File: config.mk
export PLATFORM = sky130hd
export DESIGN_NAME = ir_remote_pulse_distance_decoder_core_flat
export DESIGN_NICKNAME = d
export VERILOG_FILES = /design/src/design/irpd_pkg.sv /design/src/design/irpd_if.sv /design/src/design/irpd_cfg_regs.sv /design/src/design/irpd_decode.sv /design/src/design/ir_remote_pulse_distance_decoder_core.sv /design/src/flat_wrapper.sv
export SDC_FILE = /design/constraint.sdc
export NUM_CORES = 1
export LEC_CHECK = 0
export ABC_AREA = 1
export BUFFER_PORTS_ARGS = -buffer_cell sky130_fd_sc_hd__buf_2
export CORE_ASPECT_RATIO = 0.6
export CORE_MARGIN = 2
export CORE_UTILIZATION = 54
export DETAILED_ROUTE_END_ITERATION = 12
export PLACE_DENSITY = 0.82
export SLEW_MARGIN = 10
export SYNTH_ARGS = -nofsm -noshare
export SYNTH_HDL_FRONTEND = slang
export SYNTH_HIERARCHICAL = 1
export SYNTH_SLANG_ARGS = --single-unit
File: constraint.sdc
create_clock -name clk_i -period 3.8 [get_ports clk_i]
set_clock_uncertainty 0.15 [all_clocks]
set_input_delay 0.38 -clock clk_i [delete_from_list [all_inputs] [get_ports clk_i]]
set_output_delay 0.38 -clock clk_i [all_outputs]
set_load 0.02 [all_outputs]
File: src/design/irpd_pkg.sv
package irpd_pkg;

  localparam int unsigned IntervalW = 16;
  localparam int unsigned ByteW     = 8;
  localparam int unsigned IdxW      = 6;
  localparam int unsigned BitPosW   = 3;
  localparam int unsigned ApbDataW  = 32;
  localparam int unsigned ApbAddrW  = 3;

  // Edge positions inside one frame
  localparam logic [IdxW-1:0] FRAME_LAST_EDGE = IdxW'(32);
  localparam logic [IdxW-1:0] ADDR_FIRST      = IdxW'(3);
  localparam logic [IdxW-1:0] ADDR_LAST       = IdxW'(10);
  localparam logic [IdxW-1:0] CMD_FIRST       = IdxW'(19);
  localparam logic [IdxW-1:0] CMD_LAST        = IdxW'(26);

  // Register reset values
  localparam logic [IntervalW-1:0] GAP_THRESHOLD_RST = IntervalW'(3000);
  localparam logic [ByteW-1:0]     BIT_THRESHOLD_RST = ByteW'(54);

  // Register index, taken from paddr[2]
  localparam logic REG_GAP_THRESHOLD = 1'b0;
  localparam logic REG_BIT_THRESHOLD = 1'b1;

  typedef struct packed {
    logic [IntervalW-1:0] gap_threshold;
    logic [ByteW-1:0]     bit_threshold;
  } cfg_t;

endpackage

File: src/design/irpd_if.sv
interface irpd_edge_if;
  logic                            valid;
  logic                            ready;
  logic [irpd_pkg::IntervalW-1:0]  edge_interval;

  modport source (output valid, output edge_interval, input ready);
  modport sink   (input valid, input edge_interval, output ready);
endinterface

interface irpd_result_if;
  logic                        valid;
  logic                        ready;
  logic                        frame_done;
  logic [irpd_pkg::ByteW-1:0]  command_code;
  logic [irpd_pkg::ByteW-1:0]  device_address;

  modport source (output valid, output frame_done, output command_code,
                  output device_address, input ready);
  modport sink   (input valid, input frame_done, input command_code,
                  input device_address, output ready);
endinterface

File: src/design/irpd_cfg_regs.sv
module irpd_cfg_regs (
  input  logic                           clk_i,
  input  logic                           rst_ni,
  input  logic                           psel,
  input  logic                           penable,
  input  logic                           pwrite,
  input  logic [irpd_pkg::ApbAddrW-1:0]  paddr,
  input  logic [irpd_pkg::ApbDataW-1:0]  pwdata,
  output logic [irpd_pkg::ApbDataW-1:0]  prdata,
  output logic                           pready,
  output irpd_pkg::cfg_t                 cfg_o
);

  irpd_pkg::cfg_t cfg_q;
  logic           wr_en;
  logic           reg_sel;

  assign pready  = 1'b1;
  assign wr_en   = psel && penable && pwrite && pready;
  // registers sit on 4-byte boundaries; low address bits are don't-care
  assign reg_sel = paddr[2];

  always_ff @(posedge clk_i or negedge rst_ni) begin
    if (!rst_ni) begin
      cfg_q.gap_threshold <= irpd_pkg::GAP_THRESHOLD_RST;
      cfg_q.bit_threshold <= irpd_pkg::BIT_THRESHOLD_RST;
    end else if (wr_en) begin
      unique case (reg_sel)
        irpd_pkg::REG_GAP_THRESHOLD:
          cfg_q.gap_threshold <= pwdata[irpd_pkg::IntervalW-1:0];
        irpd_pkg::REG_BIT_THRESHOLD:
          cfg_q.bit_threshold <= pwdata[irpd_pkg::ByteW-1:0];
        default: ;
      endcase
    end
  end

  always_comb begin
    unique case (reg_sel)
      irpd_pkg::REG_GAP_THRESHOLD:
        prdata = irpd_pkg::ApbDataW'(cfg_q.gap_threshold);
      irpd_pkg::REG_BIT_THRESHOLD:
        prdata = irpd_pkg::ApbDataW'(cfg_q.bit_threshold);
      default:
        prdata = '0;
    endcase
  end

  assign cfg_o = cfg_q;

endmodule

File: src/design/irpd_decode.sv
module irpd_decode (
  input  logic                  clk_i,
  input  logic                  rst_ni,
  input  irpd_pkg::cfg_t        cfg_i,
  irpd_edge_if.sink             edge_i,
  irpd_result_if.source         result_o
);

  // input stage
  logic                              in_valid_q;
  logic [irpd_pkg::IntervalW-1:0]    interval_q;
  logic                              advance;

  // frame state
  logic [irpd_pkg::IdxW-1:0]   edge_index_q, edge_index_d;
  logic [irpd_pkg::ByteW-1:0]  addr_q, addr_d;
  logic [irpd_pkg::ByteW-1:0]  cmd_q, cmd_d;

  // result stage
  logic                        out_valid_q;
  logic                        done_q, done_d;
  logic [irpd_pkg::ByteW-1:0]  cmd_out_q, cmd_out_d;
  logic [irpd_pkg::ByteW-1:0]  addr_out_q, addr_out_d;

  logic [irpd_pkg::IdxW-1:0]    idx;
  logic [irpd_pkg::IdxW-1:0]    addr_off;
  logic [irpd_pkg::IdxW-1:0]    cmd_off;
  logic                         bit_one;
  logic                         in_addr;
  logic                         in_cmd;

  assign advance      = in_valid_q && (!out_valid_q || result_o.ready);
  assign edge_i.ready = !in_valid_q || advance;

  always_ff @(posedge clk_i or negedge rst_ni) begin
    if (!rst_ni) begin
      in_valid_q <= 1'b0;
    end else if (edge_i.ready) begin
      in_valid_q <= edge_i.valid;
    end
  end

  always_ff @(posedge clk_i) begin
    if (edge_i.valid && edge_i.ready) begin
      interval_q <= edge_i.edge_interval;
    end
  end

  always_comb begin
    // a long gap restarts the frame before this edge is placed
    idx      = (interval_q >= cfg_i.gap_threshold) ? '0 : edge_index_q;
    bit_one  = interval_q[irpd_pkg::ByteW-1:0] > cfg_i.bit_threshold;
    in_addr  = (idx >= irpd_pkg::ADDR_FIRST) && (idx <= irpd_pkg::ADDR_LAST);
    in_cmd   = (idx >= irpd_pkg::CMD_FIRST) && (idx <= irpd_pkg::CMD_LAST);
    addr_off = irpd_pkg::ADDR_LAST - idx;
    cmd_off  = irpd_pkg::CMD_LAST - idx;

    addr_d = addr_q;
    cmd_d  = cmd_q;
    if (in_addr) begin
      addr_d[addr_off[irpd_pkg::BitPosW-1:0]] = bit_one;
    end else if (in_cmd) begin
      cmd_d[cmd_off[irpd_pkg::BitPosW-1:0]] = bit_one;
    end

    done_d       = idx >= irpd_pkg::FRAME_LAST_EDGE;
    edge_index_d = done_d ? '0 : idx + irpd_pkg::IdxW'(1);
    cmd_out_d    = done_d ? cmd_d  : '0;
    addr_out_d   = done_d ? addr_d : '0;
  end

  always_ff @(posedge clk_i or negedge rst_ni) begin
    if (!rst_ni) begin
      edge_index_q <= '0;
      addr_q       <= '0;
      cmd_q        <= '0;
      out_valid_q  <= 1'b0;
    end else begin
      if (advance) begin
        edge_index_q <= edge_index_d;
        addr_q       <= addr_d;
        cmd_q        <= cmd_d;
        out_valid_q  <= 1'b1;
      end else if (result_o.ready) begin
        out_valid_q  <= 1'b0;
      end
    end
  end

  always_ff @(posedge clk_i) begin
    if (advance) begin
      done_q     <= done_d;
      cmd_out_q  <= cmd_out_d;
      addr_out_q <= addr_out_d;
    end
  end

  assign result_o.valid          = out_valid_q;
  assign result_o.frame_done     = done_q;
  assign result_o.command_code   = cmd_out_q;
  assign result_o.device_address = addr_out_q;

  a_index_range: assert property (@(posedge clk_i) disable iff (!rst_ni)
    edge_index_q <= irpd_pkg::FRAME_LAST_EDGE)
    else $error("edge index beyond last frame edge");

  a_done_restarts: assert property (@(posedge clk_i) disable iff (!rst_ni)
    advance && done_d |=> edge_index_q == '0)
    else $error("edge index not restarted after frame done");

  a_idle_result_zero: assert property (@(posedge clk_i) disable iff (!rst_ni)
    out_valid_q && !done_q |-> cmd_out_q == '0 && addr_out_q == '0)
    else $error("nonzero code on a non-final edge");

  a_pending_held: assert property (@(posedge clk_i) disable iff (!rst_ni)
    in_valid_q && !advance |=> in_valid_q && $stable(interval_q))
    else $error("pending edge lost from input register");

endmodule

File: src/design/ir_remote_pulse_distance_decoder_core.sv
// NEC-style IR remote decoder. Each request on edge_i is one falling edge of the
// IR receiver with the timer ticks since the previous edge. An interval at or
// above gap_threshold (reg 0, addr 0x0, reset 3000) restarts edge counting. Edges
// 3..10 give address bits 7..0 and edges 19..26 give command bits 7..0; a bit is
// one when the low byte of the interval exceeds bit_threshold (reg 1, addr 0x4,
// reset 54). Every edge yields exactly one result request; at edge index 32
// of a frame, frame_done is 1 with command and address; else all fields are 0.
// Decoded bits are not cleared between frames, so a frame cut short by a gap can
// report bits left over from an earlier frame. Throughput is one edge per clock
// while results are taken when offered: an input register feeds a single pass
// of compare/select logic into the result register. A held result still lets
// one edge land in an empty input register; further edges wait until the result
// is taken. Write the thresholds only while no edge is in flight.
module ir_remote_pulse_distance_decoder_core (
  input  logic                           clk_i,
  input  logic                           rst_ni,
  irpd_edge_if.sink                      edge_i,
  irpd_result_if.source                  result_o,
  input  logic                           psel,
  input  logic                           penable,
  input  logic                           pwrite,
  input  logic [irpd_pkg::ApbAddrW-1:0]  paddr,
  input  logic [irpd_pkg::ApbDataW-1:0]  pwdata,
  output logic [irpd_pkg::ApbDataW-1:0]  prdata,
  output logic                           pready
);

  irpd_pkg::cfg_t cfg;

  // threshold registers on the APB port
  irpd_cfg_regs u_cfg_regs (
    .clk_i   (clk_i),
    .rst_ni  (rst_ni),
    .psel    (psel),
    .penable (penable),
    .pwrite  (pwrite),
    .paddr   (paddr),
    .pwdata  (pwdata),
    .prdata  (prdata),
    .pready  (pready),
    .cfg_o   (cfg)
  );

  // edge counter, bit capture and result register
  irpd_decode u_decode (
    .clk_i    (clk_i),
    .rst_ni   (rst_ni),
    .cfg_i    (cfg),
    .edge_i   (edge_i),
    .result_o (result_o)
  );

endmodule
File: src/flat_wrapper.sv
// flat-port wrapper written by rule: the top's interface ports become plain ports
module ir_remote_pulse_distance_decoder_core_flat 
  (clk_i, rst_ni, psel, penable, pwrite, paddr, pwdata, prdata, pready, edge_i_valid, edge_i_edge_interval, edge_i_ready, result_o_valid, result_o_frame_done, result_o_command_code, result_o_device_address, result_o_ready);
  irpd_edge_if edge_i_i ();
  irpd_result_if result_o_i ();
  input  logic clk_i;
  input  logic rst_ni;
  input  logic psel;
  input  logic penable;
  input  logic pwrite;
  input  logic [irpd_pkg::ApbAddrW-1:0] paddr;
  input  logic [irpd_pkg::ApbDataW-1:0] pwdata;
  output logic [irpd_pkg::ApbDataW-1:0] prdata;
  output logic pready;
  input wire logic [$bits(edge_i_i.valid)-1:0] edge_i_valid;
  input wire logic [$bits(edge_i_i.edge_interval)-1:0] edge_i_edge_interval;
  output wire logic [$bits(edge_i_i.ready)-1:0] edge_i_ready;
  output wire logic [$bits(result_o_i.valid)-1:0] result_o_valid;
  output wire logic [$bits(result_o_i.frame_done)-1:0] result_o_frame_done;
  output wire logic [$bits(result_o_i.command_code)-1:0] result_o_command_code;
  output wire logic [$bits(result_o_i.device_address)-1:0] result_o_device_address;
  input wire logic [$bits(result_o_i.ready)-1:0] result_o_ready;
  assign edge_i_i.valid = edge_i_valid;
  assign edge_i_i.edge_interval = edge_i_edge_interval;
  assign edge_i_ready = edge_i_i.ready;
  assign result_o_valid = result_o_i.valid;
  assign result_o_frame_done = result_o_i.frame_done;
  assign result_o_command_code = result_o_i.command_code;
  assign result_o_device_address = result_o_i.device_address;
  assign result_o_i.ready = result_o_ready;
  ir_remote_pulse_distance_decoder_core u_core (.clk_i(clk_i), .rst_ni(rst_ni), .edge_i(edge_i_i), .result_o(result_o_i), .psel(psel), .penable(penable), .pwrite(pwrite), .paddr(paddr), .pwdata(pwdata), .prdata(prdata), .pready(pready));
endmodule
==> impl_results.md <==
* Ant diodes at 0
* Non-Filler Instances at 771
* Crit path kind: reg -> reg
* Syn. warnings at 6
* GRT Total Usage at 0.223
* Nets@finish at about 740
* Yosys cell types at 33
* FFs w/ async S/R, synth at 0.593
* Outcome: finished, violations left
* Kind of end point of the critical path: register
* Max-Cap Viols at 0
* P_leak at approximately 2.8 nW
* PostCTS Resize Cnt at 0
* Slowest CP cell: dfstp_2
* Fin util at 0.636
* WL/cell at around 13 um
* Final hold vios at 6
* Setup crit start kind: register
* Dpl hpwl at between 7 and 8 mm
* Vias at between 3000 and 4000
* Hold WC Path Type: in -> async
* GP Congestion at ~0.90
* Layout area overhead at 14.5%
* Die Area at between 9000 and 10000 um2
* Crit-path most repeated cell: nand2_1
* DR pass1 iterations at 5
* H-tree levels at 3
* Violated checks: negative hold slack
* Hold WS at -0.0106 ns
* Clk pwr share at 0.283
* Hold_buf cts at 0
* DR iter-0 viols at between 300 and 400
* Number of vias per cell at about 5
* Vias in the first global route at approximately 3800
* Sw Ratio at 0.355
* Biggest cell delay along the critical path at between 0.5 and 0.6 ns
* WP data required at around 3.7 ns
* Relative slew slack at 0.448
* Clock net sink count at between 80 and 90
* Fmax achieved at slightly below 300 MHz
* Switching power at approximately 1.1 mW
* Syn_area_per_cell at 8.14 um2
* Largest net degree at the start of global routing at 35
* Final ANT Viol Nets at 0
* Yosys top cell area share at 0.210
* Peak VDD IR at about 0.28 mV
* Number of buffers created by CTS at 9
* Die W at about 120 um
* Min cycle time layout at between 3 and 4 ns
* Tot Pwr at 3.04 mW
* Worst Setup SP: u_core/u_cfg_regs/cfg_o[11]$_DFFE_PN1P_
* Worst path cell trace: inv_1 -> ha_1 -> nand2_1 -> nor2_1 -> nor2_1 -> nand2_1 -> nand2_1 -> nand2_1 -> nand2_4 -> nand2_4 -> nor2_2 -> inv_2 -> ha_1 -> inv_1 -> nand3_1 -> inv_1 -> nand3_1 -> nand2_1 -> nor2_1
* Starting density of the core at 0.556
* Clock transition at path regs at about 0.06 ns
* Final setup viols at 0
* CTS tree: done
* Share of post-route cells with drive strength above 1 at 0.205
* Comb pwr share at 0.318
* Critical Path Fanout Max at 9
* Reg-to-reg startpoint: u_core/u_cfg_regs/cfg_o[11]$_DFFE_PN1P_
* Cell accounting for the most synthesized area: edfxtp_1
* CTS Buffer Depth at 2
* Flop pwr share at 0.399
* R2R Path End: u_core/u_decode/result_o.device_address[1]$_SDFFCE_PP0P_
* Final clock period utilization by the worst path at 0.895
* Post-synth EDFFs at 33
* Critical Path End: u_core/u_decode/result_o.device_address[1]$_SDFFCE_PP0P_
* Placed cells at approximately 760
* CP arrival at roughly 3.3 ns
* Core Area at about 8500 um2
* Flop-to-flop setup slack at approximately 0.40 ns
* Mapped Cells at 580
* Netlist Area Pre-Place at ~4700 um2
* Yosys reg bits at 81
* Die Span Y at around 76 um
* # DRC at 0
* Top cells by area, synth: edfxtp_1 21%, dfrtp_1 20%, nand2_1 15%, ha_1 6.9%, inv_1 6.7%
* Internal power at ~2.0 mW
* Setup TNS at 0 ns
* Unrepaired setup endpoints after global routing: no
* Worst skew pair latency at between 0.3 and 0.4 ns
* Row count at 26
* Max-slew violation count at 0
* Reg2Reg Depth at 19
* IO Count at between 100 and 150
* CTS root buf: clkbuf_16
* Total grt overflow at 0
* Commonest cells in the netlist: 192 x nand2_1, 84 x inv_1, 56 x nand3_1
* Ys flop type: dfrtp_1
* Register area share after synthesis at 0.467
* Routed WL at just over 10 mm
* Top-count cell post-synth: nand2_1
* Port-buffer cells at 74
* Global-route wire length before repair at between 15 and 20 mm
* Measured slew at the worst slew-check pin at 0.828 ns
* Antenna violations before repair at 0
* Cell area power density at roughly 560 nW/um2
* Setup Fix Bufs, Post-CTS at 0
==> placed cells by master, fill, tap and decap left out, types with 5 or more instances in the layout <==
master	n
a21oi_1	7
buf_2	74
buf_4	7
clkbuf_16	9
conb_1	17
dfrtp_1	37
dfstp_2	11
edfxtp_1	33
ha_1	26
inv_1	84
nand2_1	192
nand2_2	5
nand3_1	56
nand4_1	14
nor2_1	34
nor2_4	5
o21ai_1	6
o22ai_1	5
==> worst max-delay path, delay by kind of cell, from the launching register on <==
family | cells | cell delay (ns)
and+or+nand+nor | 13 | 1.34
adders and majority gates | 2 | 0.66
DFF | 1 | 0.54
buffers and inverters | 4 | 0.44
==> sequential cells by signal, indices dropped and copies added, names as in the netlist <==
register                                 cells
u_core/u_cfg_regs/cfg_o                     24
u_core/u_decode/interval_q                  16
u_core/u_decode/addr_q                       8
u_core/u_decode/cmd_q                        8
u_core/u_decode/result_o.command_code        8
u_core/u_decode/result_o.device_address      8
u_core/u_decode/edge_index_q                 6
u_core/u_decode/in_valid_q                   1
u_core/u_decode/result_o.frame_done          1
u_core/u_decode/result_o.valid               1
==> worst min-delay path by stage <==
stage | slack, ns | end | start
floorplan | -0.07 | u_core/u_cfg_regs/cfg_o[0]$_DFFE_PN0P_ | rst_ni
global placement | 0.31 | u_core/u_cfg_regs/cfg_o[12]$_DFFE_PN1P_ | u_core/u_cfg_regs/cfg_o[12]$_DFFE_PN1P_
detailed placement | 0.31 | u_core/u_cfg_regs/cfg_o[17]$_DFFE_PN1P_ | u_core/u_cfg_regs/cfg_o[17]$_DFFE_PN1P_
CTS | 0.01 | u_core/u_cfg_regs/cfg_o[20]$_DFFE_PN0P_ | rst_ni
global route | 0.05 | u_core/u_cfg_regs/cfg_o[20]$_DFFE_PN0P_ | rst_ni
finish | -0.01 | u_core/u_cfg_regs/cfg_o[20]$_DFFE_PN0P_ | rst_ni
==> layer usage <==
layer / part of all wire / global-route usage / routed length (um) / up-vias
met5: 0 / 0 / 0 / -
met4: 0.011 / 0.0652 / 110 / 0
met3: 0.061 / 0.0555 / 622 / 11
met2: 0.44 / 0.339 / 4440 / 137
met1: 0.49 / 0.319 / 4970 / 1818
li1: - / - / - / 1951
==> kinds of logic after synthesis <==
family / Yosys count / synth area share
and+or+nand+nor: 316 / 0.299
other: 2 / 0.00159
DFF: 81 / 0.467
AOI/OAI and AO/OA: 31 / 0.0406
xor gates and xnor gates: 1 / 0.00186
adders and majority gates: 26 / 0.0689
buffers and inverters: 123 / 0.121
==> through the flow <==
step                      setup slack [ns]  cell area (um2)
after global routing                 0.137             5400
after detailed placement             0.446             5110
after CTS                            0.433             5400
after floorplan                      0.768             4780
after global placement               0.558             5110
final                                0.398             5400
==> cell type report <==
class                           instances  area, um2
Clock inverter                          2       37.5
Timing Repair Buffer                   81        423
Clock buffer                           14        254
Fill cell                             712       3090
Sequential cell                        81       2210
Inverter                               90        343
Tap cell                              112        140
Multi-Input combinational cell        391       2000
==> power by group through the flow <==
stage / sequential, mW / clock [mW] / combinational [mW]
floorplan: 1.22 / 0 / 0.698
global placement: 1.22 / 0 / 0.910
detailed placement: 1.23 / 0 / 0.953
CTS: 1.21 / 0.877 / 0.962
global route: 1.24 / 0.913 / 1.11
finish: 1.21 / 0.861 / 0.965
Power figures use the tool's default switching activity.
